File: src/sv/pld_pkg.sv
// Shared types, constants and control structs for the PalmDOC LZ77 decoder.
package pld_pkg;

  localparam int unsigned WINDOW_DEPTH = 2048;   // history depth, power of two
  localparam int unsigned WIN_AW       = $clog2(WINDOW_DEPTH);
  localparam int unsigned RECORD_MAX   = 4096;
  localparam int unsigned AFTER_W      = $clog2(RECORD_MAX);
  localparam int unsigned DIST_LIMIT   = 2048;   // record_written saturates here
  localparam int unsigned RW_W         = $clog2(DIST_LIMIT) + 1;
  localparam int unsigned CAP_W        = 24;
  localparam int unsigned CNT_W        = 4;

  localparam logic [7:0]       TOK_PAIR_LO  = 8'h80;
  localparam logic [7:0]       TOK_SPACE_LO = 8'hC0;
  localparam logic [7:0]       TOK_RAW_LO   = 8'h01;
  localparam logic [7:0]       TOK_RAW_HI   = 8'h08;
  localparam logic [7:0]       SPACE_CHAR   = 8'h20;
  localparam logic [7:0]       XOR_MASK     = 8'h80;
  localparam logic [CNT_W-1:0] LEN_BIAS     = 4'd3;
  localparam logic [CAP_W-1:0] CAP_RESET    = '1;

  typedef struct packed {
    logic [7:0]         in_byte;
    logic [AFTER_W-1:0] bytes_after;
  } in_item_t;

  typedef struct packed {
    logic [7:0] out_byte;
    logic       last_of_run;
  } out_item_t;

  // what one accepted token asks for
  typedef enum logic [1:0] {
    ACT_NONE = 2'd0,
    ACT_ONE  = 2'd1,
    ACT_TWO  = 2'd2,
    ACT_COPY = 2'd3
  } act_e;

  typedef struct packed {
    logic accept;    // take the input item, update decode state
    logic emit;      // push one byte into history and output register
    logic from_mem;  // emitted byte comes from history read data
    logic rd_issue;  // read history at write_index - distance
  } dp_cmd_t;

  typedef struct packed {
    act_e act;       // decode of the waiting input item
    logic out_free;  // output register can take a byte this cycle
    logic last;      // next emitted byte is the final one of the item
  } dp_sts_t;

endpackage

File: src/sv/pld_ctrl.sv
// Sequencing state machine of the PalmDOC decoder.
module pld_ctrl (
  input  logic              clk_i,
  input  logic              rst_ni,
  input  logic              in_valid_i,
  output logic              in_ready_o,
  input  pld_pkg::dp_sts_t  sts_i,
  output pld_pkg::dp_cmd_t  cmd_o
);

  typedef enum logic [3:0] {
    S_IDLE = 4'b0001,
    S_EMIT = 4'b0010,
    S_RD   = 4'b0100,
    S_WR   = 4'b1000
  } state_e;

  state_e state_q, state_d;

  assign in_ready_o = (state_q == S_IDLE);

  always_comb begin
    state_d = state_q;
    cmd_o   = '0;
    unique case (state_q)
      S_IDLE: begin
        if (in_valid_i) begin
          cmd_o.accept = 1'b1;
          unique case (sts_i.act)
            pld_pkg::ACT_ONE,
            pld_pkg::ACT_TWO:  state_d = S_EMIT;
            pld_pkg::ACT_COPY: state_d = S_RD;
            default:           state_d = S_IDLE;
          endcase
        end
      end
      S_EMIT: begin
        if (sts_i.out_free) begin
          cmd_o.emit = 1'b1;
          if (sts_i.last) state_d = S_IDLE;
        end
      end
      S_RD: begin
        cmd_o.rd_issue = 1'b1;
        state_d        = S_WR;
      end
      S_WR: begin
        cmd_o.from_mem = 1'b1;
        if (sts_i.out_free) begin
          cmd_o.emit = 1'b1;
          state_d    = sts_i.last ? S_IDLE : S_RD;
        end
      end
      default: state_d = S_IDLE;
    endcase
  end

  always_ff @(posedge clk_i or negedge rst_ni) begin
    if (!rst_ni) begin
      state_q <= S_IDLE;
    end else begin
      state_q <= state_d;
    end
  end

endmodule

File: config.mk
export PLATFORM = sky130hd
export DESIGN_NAME = pld_ctrl
export DESIGN_NICKNAME = d
export VERILOG_FILES = /design/src/sv/pld_pkg.sv /design/src/sv/pld_ctrl.sv
export SDC_FILE = /design/constraint.sdc
export NUM_CORES = 1
export LEC_CHECK = 0
export ABC_CLOCK_PERIOD_IN_PS = 3000
export BUFFER_PORTS_ARGS = -buffer_cell sky130_fd_sc_hd__buf_4
export CORE_AREA = 3 3 40 42
export DETAILED_ROUTE_END_ITERATION = 12
export DIE_AREA = 0 0 43 45
export GPL_TIMING_DRIVEN = 0
export PLACE_DENSITY = 0.47
export SYNTH_ARGS = -nofsm -noshare
export SYNTH_HDL_FRONTEND = slang
export SYNTH_SLANG_ARGS = --single-unit
export TNS_END_PERCENT = 50
File: constraint.sdc
create_clock -name clk_i -period 3 [get_ports clk_i]
set_clock_uncertainty 0.05 [all_clocks]
set_input_delay 0.3 -clock clk_i [delete_from_list [all_inputs] [get_ports clk_i]]
set_output_delay 0.3 -clock clk_i [all_outputs]
set_load 0.05 [all_outputs]
# [Word-level counts from Yosys, hierarchy flattened]
# Index checks and enable logic that the tools add are counted.
[totals] ff_bits=4 in_bits=7
[op_classes] n_mux=13 n_eq_ne=11 n_reduce_logical=3
[ops] op="4-bit 2-to-1 mux" count=4
[ops] op="4-bit one-hot mux with 4 select lines" count=1
[ops] op="2-bit != test (second input constant)" count=4
[ops] op="1-bit 2-to-1 mux" count=6
[ops] op="3-bit one-hot mux with 2 select lines" count=1
[ops] op="2-bit == test (second input constant)" count=2
[ops] op="4-bit by 1-bit == test with 1-bit output (second input constant)" count=1
[ops] op="4-bit by 2-bit == test with 1-bit output (second input constant)" count=1
[ops] op="4-bit by 3-bit == test with 1-bit output (second input constant)" count=1
[ops] op="4-bit == test (second input constant)" count=1
[ops] op="4-bit AND reduction" count=1
[ops] op="2-bit OR reduction" count=2
[ops] op="3-bit 2-to-1 mux" count=1
[ops] op="2-bit by 1-bit == test with 1-bit output (second input constant)" count=1

# [Logic depth before layout (Yosys ltp)]
# Gate-level depths: netlist of the first run.
[logic_depth] depth_word=5 ltp_mapped=6 ltp_nobuf=6

# [Least setup slack after synthesis of the first run]
# OpenSTA, ideal clock, no wires.
[synth_path] path_kind="register to output" start="register state_q[0]" end="output cmd_o[3] (netlist name)" stages_incl_launch_ff=3 t_arrival_ns=2.174 slack_ns=0.476 path_cell_list="dfstp_2 > nor4b_2 > and2_1"
[synth_rtl] item="start: declaration" line="pld_ctrl.sv:18" rtl="state_e state_q, state_d;"
[synth_rtl] item="start signal: assignment" line="pld_ctrl.sv:62" rtl="state_q <= state_d;"
[synth_rtl] item="end: declaration" line="pld_ctrl.sv:8" rtl="output pld_pkg::dp_cmd_t cmd_o"

==> results_dict.tcl, run 1 <==
set metrics [dict create \
    grt_setup_unrepaired "false" \
    grt_max_degree 9 \
    die_x_um 43 \
    fmax_ghz 0.514 \
    start_util_pct 25.7 \
    drv_cap 0 \
    hold_depth 2 \
    synth_area_um2 330 \
    cts_buffers 3 \
    grt_pass1_vias 307 \
    row_count 13 \
    start_kind "register" \
    clock_sinks 4 \
    worst_slew_margin_rel_pct 70.1 \
    first_iter_violations 6 \
    nets 63 \
    synth_xor_area_share_pct 2.65 \
    grt_usage_pct 9.11 \
    yosysTopAreaCellShare_pct 22.7 \
    slowest_stage "dfstp_2" \
    async_flop_share_pct 100 \
    synthAdderAreaFrac_pct 7.58 \
    grt_overflow 0 \
    maxSlewViolCount 0 \
    seq_area_frac_synth_pct 30.7 \
    routed_wl_um 696 \
    dieArea_um2 1940 \
    postCtsSetupRepairBufs 0 \
    min_period_ps 1940 \
    synth_top_cell_by_area "dfrtp_1" \
    largest_reg_flops 4 \
    ios 12 \
    ant_nets 0 \
    cts_resized 0 \
    core-area_um2 1280 \
    wl_per_cell_um 10.2 \
    cts_buffer_depth 2 \
    tightest_slew_ps 447 \
    holdBufCountCts 1 \
    fin_area_um2 468 \
    ys_types 23 \
    critPathKind "register to output port" \
    grt_pass1_wl_um 1280 \
    placed_cells 63 \
    synth_top_family_by_area "simple AND/OR/NAND/NOR gates" \
    clkLatencyLatePin_ps 240 \
    worstPathRequired_ps 2650 \
    cts_tree "yes" \
    finalCritPeriodShare_pct 64.8 \
    synthesis.nets 46 \
    synth_commonest_cells "inv_1, nor2_1, dfrtp_1" \
    clock-root-buffer "clkbuf_4" \
    path_clk_slew_ps 40 \
    viasPerCell 4.38 \
    power.density_nw_per_um2 882 \
    crit_path_max_fanout 8 \
    ys_ff_latch 4 \
    die_y_um 45 \
    whs_ps 204 \
    cts_max_level 1 \
    setup_viol 0 \
    synth_compound_area_share_pct 16.3 \
    drive_above_1_share_pct 37.7 \
    path_cells "nor4b_2 -> and2_1 -> buf_4" \
    outcome "finished clean" \
    reg2regPathDepth 5 \
    max_stage_delay_ps 570 \
    power_uw 413 \
    synth_flop_cell "dfrtp_1" \
    placed_area_um2 432 \
    synth_cells 37 \
    portBuffers 11 \
    syn_area_per_cell_um2 8.93 \
    fin_cells 68 \
    crit_path_end_kind "output port" \
    vias 298 \
    cp.arrival_ps 1590 \
    synth_warnings 0 \
    syn_to_final_growth_pct 41.7 \
    top_register "state_q" \
    gp_congestion 0.674 \
    drc 0 \
    synth_simple_gate_area_share_pct 26.1 \
    min_path_type "input port to register" \
    drtPass1Iterations 4 \
    vdd_drop_max_uv 309 \
    diodes 0 \
    synth_mux_area_share_pct 3.03 \
    leakage_nw 0.241 \
    synth.top_cells.by_area "dfrtp_1, dfstp_2, inv_1" \
    hold_viol 0 \
    synth.most_common_cell "inv_1" \
    setup_tns_ps 0 \
    synth_edf_count 0 \
    largest_registers "state_q x4" \
    grt_antenna_before_repair 0 \
]
where the power goes:
part,switching [mW],internal (mW),leakage [nW]
clock network,0.0235,0.0500,0.0150
registers,0.0192,0.0765,0.0511
logic,0.145,0.0983,0.175
critical path, delay by kind of cell, from the launching register on:
kind          cells  cell delay (ps)
buf+inv           1              190
flops             1              570
simple gates      2              600
layer usage:
metal  vias to the layer above  GRT usage, %  share of wire [%]
met3                         0          3.98                4.7
met4                         0          5.42                  0
met2                         6          13.8                 49
met1                       130          10.7                 46
li1                        162             -                  -
met5                         -             0                  0
placed cells by master (no fill, tap or decap), drive strengths merged, types with 2 or more instances in the layout:
| cell | synthesis | final |
|---|---|---|
| or3 | 2 | 2 |
| buf | 2 | 13 |
| dfrtp | 3 | 3 |
| clkbuf | 0 | 4 |
| ha | 2 | 2 |
| a21oi | 2 | 2 |
| nor2 | 5 | 5 |
| nor4b | 2 | 2 |
| inv | 7 | 7 |
path summary, 6_finish.rpt:
path                                   end  slack, ps        from
min in group asynchronous       state_q[1]        340      rst_ni
worst max-delay path              cmd_o[3]       1060  state_q[0]
max in group asynchronous       state_q[0]       2360      rst_ni
worst min-delay path            state_q[0]        200  in_valid_i
worst max register to register  state_q[1]       1460  state_q[1]
worst min register to register  state_q[0]        630  state_q[3]
logic make-up (layout without fill, tap and decap cells):
family,count (synthesis),after routing
AO/OA/AOI/OAI,7,7
multiplexers,1,1
AND/OR/NAND/NOR,13,13
XOR/XNOR,1,1
flip-flops,4,4
buffers and inverters,9,25
adder cells (fa/ha/maj),2,2
metrics by stage:
| step | utilization, % | worst slack (ps) |
|---|---|---|
| after CTS | 36.4 | 1020 |
| after floorplan | - | 476 |
| after detailed placement | 33.6 | 1280 |
| after global placement | 33.6 | 1270 |
| after global routing | 36.4 | 915 |
| final | 36.4 | 1060 |
area by class of cell:
class / count / area, µm²
Buffer: 2 / 18.8
Clock buffer: 4 / 26.3
Fill cell: 145 / 817
Inverter: 7 / 26.3
Multi-Input combinational cell: 24 / 184
Sequential cell: 4 / 101
Tap cell: 15 / 18.8
Timing Repair Buffer: 12 / 92.6
Power figures use the tool's default switching activity.
==> run 2, diff against run 1 <==
--- a/config.mk
+++ b/config.mk
@@ -5,13 +5,13 @@
 export SDC_FILE = /design/constraint.sdc
 export NUM_CORES = 1
 export LEC_CHECK = 0
-export ABC_CLOCK_PERIOD_IN_PS = 3000
+export ABC_CLOCK_PERIOD_IN_PS = 1700
 export BUFFER_PORTS_ARGS = -buffer_cell sky130_fd_sc_hd__buf_4
 export CORE_AREA = 3 3 40 42
 export DETAILED_ROUTE_END_ITERATION = 12
 export DIE_AREA = 0 0 43 45
 export GPL_TIMING_DRIVEN = 0
-export PLACE_DENSITY = 0.47
+export PLACE_DENSITY = 0.48
 export SYNTH_ARGS = -nofsm -noshare
 export SYNTH_HDL_FRONTEND = slang
 export SYNTH_SLANG_ARGS = --single-unit
==> constraint.sdc (replaced) <==
create_clock -name clk_i -period 1.7 [get_ports clk_i]
set_clock_uncertainty 0.05 [all_clocks]
set_input_delay 0.17 -clock clk_i [delete_from_list [all_inputs] [get_ports clk_i]]
set_output_delay 0.17 -clock clk_i [all_outputs]
set_load 0.05 [all_outputs]
==> results_dict.tcl, run 2 (synthesized netlist as in run 1, its figures left out) <==
set metrics [dict create \
    largest_registers "state_q x4" \
    setup_viol 0 \
    viasPerCell 4.37 \
    vdd_drop_max_uv 629 \
    finalCritPeriodShare_pct 99.4 \
    drtPass1Iterations 3 \
    drv_cap 0 \
    critPathKind "register to output port" \
    die_x_um 43 \
    vias 310 \
    setup_tns_ps 0 \
    nets 66 \
    crit_path_max_fanout 6 \
    dieArea_um2 1940 \
    cts_max_level 1 \
    fin_ws_ps 9.93 \
    leakage_nw 0.267 \
    ant_nets 0 \
    cp.arrival_ps 1470 \
    fillers 140 \
    grt_antenna_before_repair 0 \
    drc 0 \
    row_count 13 \
    grt_setup_unrepaired "true" \
    diodes 0 \
    gp_congestion 0.646 \
    worst_slew_margin_rel_pct 77.3 \
    grt_pass1_wl_um 1220 \
    drive_above_1_share_pct 51.8 \
    min_period_ps 1690 \
    min_path_type "input port to register" \
    path_cells "or4b_4 -> inv_4 -> buf_8" \
    ios 12 \
    max_stage_delay_ps 570 \
    worstPathRequired_ps 1480 \
    grt_overflow 0 \
    routed_wl_um 723 \
    start_kind "register" \
    slowest_stage "or4b_4" \
    fmax_ghz 0.592 \
    cts_buffers 3 \
    cts_tree "yes" \
    grt_pass1_vias 294 \
    clock-root-buffer "clkbuf_4" \
    maxSlewViolCount 0 \
    final_cell_mix "buf_4, inv_1, buf_6, nor2_1, clkbuf_4" \
    grt_usage_pct 8.59 \
    start_util_pct 25.7 \
    first_iter_violations 5 \
    core-area_um2 1280 \
    path_delay_family "simple AND/OR/NAND/NOR gates" \
    tightest_slew_ps 340 \
    power.density_nw_per_um2 1590 \
    outcome "finished clean" \
    grt_max_degree 9 \
    die_y_um 45 \
    portBuffers 11 \
    path_clk_slew_ps 40 \
    clkLatencyLatePin_ps 230 \
    final_common_cell "buf_4" \
    cts_buffer_depth 2 \
    dp_slack_ps 131 \
    syn_to_final_growth_pct 64.0 \
    crit_path_end_kind "output port" \
    hold_viol 0 \
    path_buf_inv 2 \
    wl_per_cell_um 10.2 \
    hpwlAfterDp_um 543 \
    largest_reg_flops 4 \
    top_register "state_q" \
    clock_sinks 4 \
]
run 2: layout make-up:
type | instances | area, µm² | area share, %
timing repair buffer | 15 | 130 | 24.0
buffer | 2 | 22.5 | 4.16
sequential | 4 | 103 | 18.9
tap | 15 | 18.8 | 3.46
clock buffer | 4 | 26.3 | 4.85
inverter | 7 | 28.8 | 5.31
multi-input combinational | 24 | 213 | 39.3
run 2: path summary, 6_finish.rpt:
path	from	to	slack [ps]	cells after the start
max in group asynchronous	rst_ni	state_q[0]	1190	2
min	in_valid_i	state_q[0]	70	2
max reg2reg	state_q[3]	state_q[1]	140	5
max	state_q[2]	cmd_o[1]	10	3
min in group asynchronous	rst_ni	state_q[1]	220	2
min reg2reg	state_q[1]	state_q[1]	610	3
run 2: stage by stage:
step                total power [mW]  instance area (µm²)  hold slack [ps]  instances  util, %
floorplan                      0.532                  348             -176         37        -
global route                   0.923                  542             93.3         71     42.2
CTS                            0.802                  502             70.7         69     39.0
finish                         0.862                  542             73.6         71     42.2
detailed placement             0.639                  449            -81.8         63     35.0
global placement               0.642                  449            -82.9         63     35.0
run 2: layer usage:
layer	vias up	track usage, %	share of wire (%)
li1	164	-	-
met1	139	10.2	47
met2	7	13.8	49
met3	0	2.39	4.3
met4	0	5.42	0
met5	-	0	0
run 2: timing repair:
action                                  4_1_cts  5_1_grt
gates resized for setup                       4        7
endpoints found under the hold margin         4        0
setup buffers                                 1        2
endpoints found under the setup margin        3        3
hold buffers                                  1        0
run 2: power breakdown:
group | internal [mW] | switching [mW] | leakage, nW
registers | 0.136 | 0.0413 | 0.0495
logic | 0.271 | 0.287 | 0.202
clock network | 0.0880 | 0.0380 | 0.0150
==> run 3, diff against run 2 <==
--- a/config.mk
+++ b/config.mk
@@ -8,6 +8,7 @@
 export ABC_CLOCK_PERIOD_IN_PS = 1700
 export BUFFER_PORTS_ARGS = -buffer_cell sky130_fd_sc_hd__buf_4
 export CORE_AREA = 3 3 40 42
+export CTS_BUF_LIST = sky130_fd_sc_hd__clkbuf_16
 export DETAILED_ROUTE_END_ITERATION = 12
 export DIE_AREA = 0 0 43 45
 export GPL_TIMING_DRIVEN = 0
==> results_dict.tcl, run 3 (synthesized netlist as in run 1, its figures left out) <==
set metrics [dict create \
    outcome "finished clean" \
    start_kind "register" \
    clock_sinks 4 \
    path_clk_slew_ps 30 \
    fmax_ghz 0.594 \
    power.density_nw_per_um2 1860 \
    switchingPower_uw 394 \
    grt_pass1_wl_um 1250 \
    syn_to_final_growth_pct 78.8 \
    portBuffers 11 \
    critPathKind "register to output port" \
    crit_path_end_kind "output port" \
    largest_reg_flops 4 \
    viasPerCell 4.34 \
    p_seq_share_pct 16.2 \
    setup_viol 0 \
    routed_wl_um 746 \
    ant_nets 0 \
    start_util_pct 25.7 \
    largest_registers "state_q x4" \
    gp_congestion 0.646 \
    vias 308 \
    maxSlewViolCount 0 \
    p_int_uw 706 \
    nets 66 \
    drc 0 \
    first_iter_violations 8 \
    min_path_type "input port to register" \
    worst_slew_margin_rel_pct 77.9 \
    drtPass1Iterations 3 \
    die_y_um 45 \
    hold_viol 0 \
    leakage_nw 0.293 \
    pwr-share-clk_pct 33.7 \
    cts_max_level 1 \
    drv_cap 0 \
    min_period_ps 1680 \
    row_count 13 \
    grt_pass1_vias 299 \
    grt_max_degree 9 \
    clock-root-buffer "clkbuf_16" \
    grt_overflow 0 \
    dieArea_um2 1940 \
    fin_ws_ps 17.5 \
    tightest_slew_ps 332 \
    grt_usage_pct 8.92 \
    netSwitchingFraction_pct 35.8 \
    crit_path_max_fanout 6 \
    worstPathRequired_ps 1480 \
    dp_slack_ps 131 \
    cts_buffers 3 \
    cts_buffer_depth 2 \
    die_x_um 43 \
    top_register "state_q" \
    diodes 0 \
    wl_per_cell_um 10.5 \
    cts_tree "yes" \
    finalCritPeriodShare_pct 99.0 \
    vdd_drop_max_uv 601 \
    final_cell_mix "buf_4, inv_1, nor2_1" \
    hpwlAfterDp_um 543 \
    grt_setup_unrepaired "true" \
    final_common_cell "buf_4" \
    grt_antenna_before_repair 0 \
    clkLatencyLatePin_ps 220 \
    cp.arrival_ps 1460 \
    ios 12 \
    drive_above_1_share_pct 51.8 \
    power_mw 1.10 \
    combPwrFrac_pct 50.1 \
    core-area_um2 1280 \
]
## run 3: final timing paths
path,startpoint,to,slack [ps],cells past startpoint
setup / recovery,state_q[2],cmd_o[1],20,3
hold / removal,in_valid_i,state_q[0],80,2
setup reg to reg,state_q[1],state_q[1],150,5
hold reg to reg,state_q[1],state_q[1],610,3
max in group asynchronous,rst_ni,state_q[0],1150,2
min in group asynchronous,rst_ni,state_q[1],260,2
## run 3: what timing repair did
| item | 4_1_cts | 5_1_grt |
|---|---|---|
| buffers inserted | 1 | 2 |
| resized for setup | 4 | 6 |
| setup endpoints to repair | 3 | 3 |
| hold buffers | 1 | 0 |
| hold endpoints to repair | 4 | 0 |
## run 3: cell type report
| cell class | instances | area (µm²) |
|---|---|---|
| well taps | 15 | 18.8 |
| inverters | 7 | 28.8 |
| repair buffers | 15 | 126 |
| flip-flops and latches | 4 | 103 |
| multi-input cells | 24 | 213 |
| plain buffers | 2 | 22.5 |
| fillers | 131 | 694 |
| clock buffers | 3 | 75.1 |
| clock inverters | 1 | 3.75 |
## run 3: power by group through the flow
stage	Combinational (mW)	Sequential, mW	Clock (mW)
3_5_place_dp	0.464	0.175	0
2_1_floorplan	0.366	0.166	0
5_1_grt	0.590	0.185	0.382
6_report	0.551	0.178	0.371
3_3_place_gp	0.466	0.176	0
4_1_cts	0.492	0.177	0.372
## run 3: through the flow
step	instance area [µm²]	instances	utilization, %	setup TNS, ps	hold WS [ps]
global placement	449	63	35.0	0	-82.9
global route	591	71	46.0	-51.6	105
finish	591	71	46.0	0	80.2
CTS	554	69	43.1	-13.5	84.1
detailed placement	449	63	35.0	0	-81.8
floorplan	348	37	-	-446	-176
## run 3: metal layers
| metal | global-route usage, % | vias up | routed length, µm |
|---|---|---|---|
| met5 | 0 | - | 0 |
| met1 | 10.7 | 137 | 372 |
| met3 | 3.59 | 0 | 31 |
| met2 | 13.5 | 7 | 342 |
| met4 | 5.42 | 0 | 0 |
| li1 | - | 164 | - |
## run 3: worst max-delay path, stage by stage (launching register included)
cell and delay, ps:
dfrtp_2 450, or4b_4 570, inv_4 80, buf_8 140
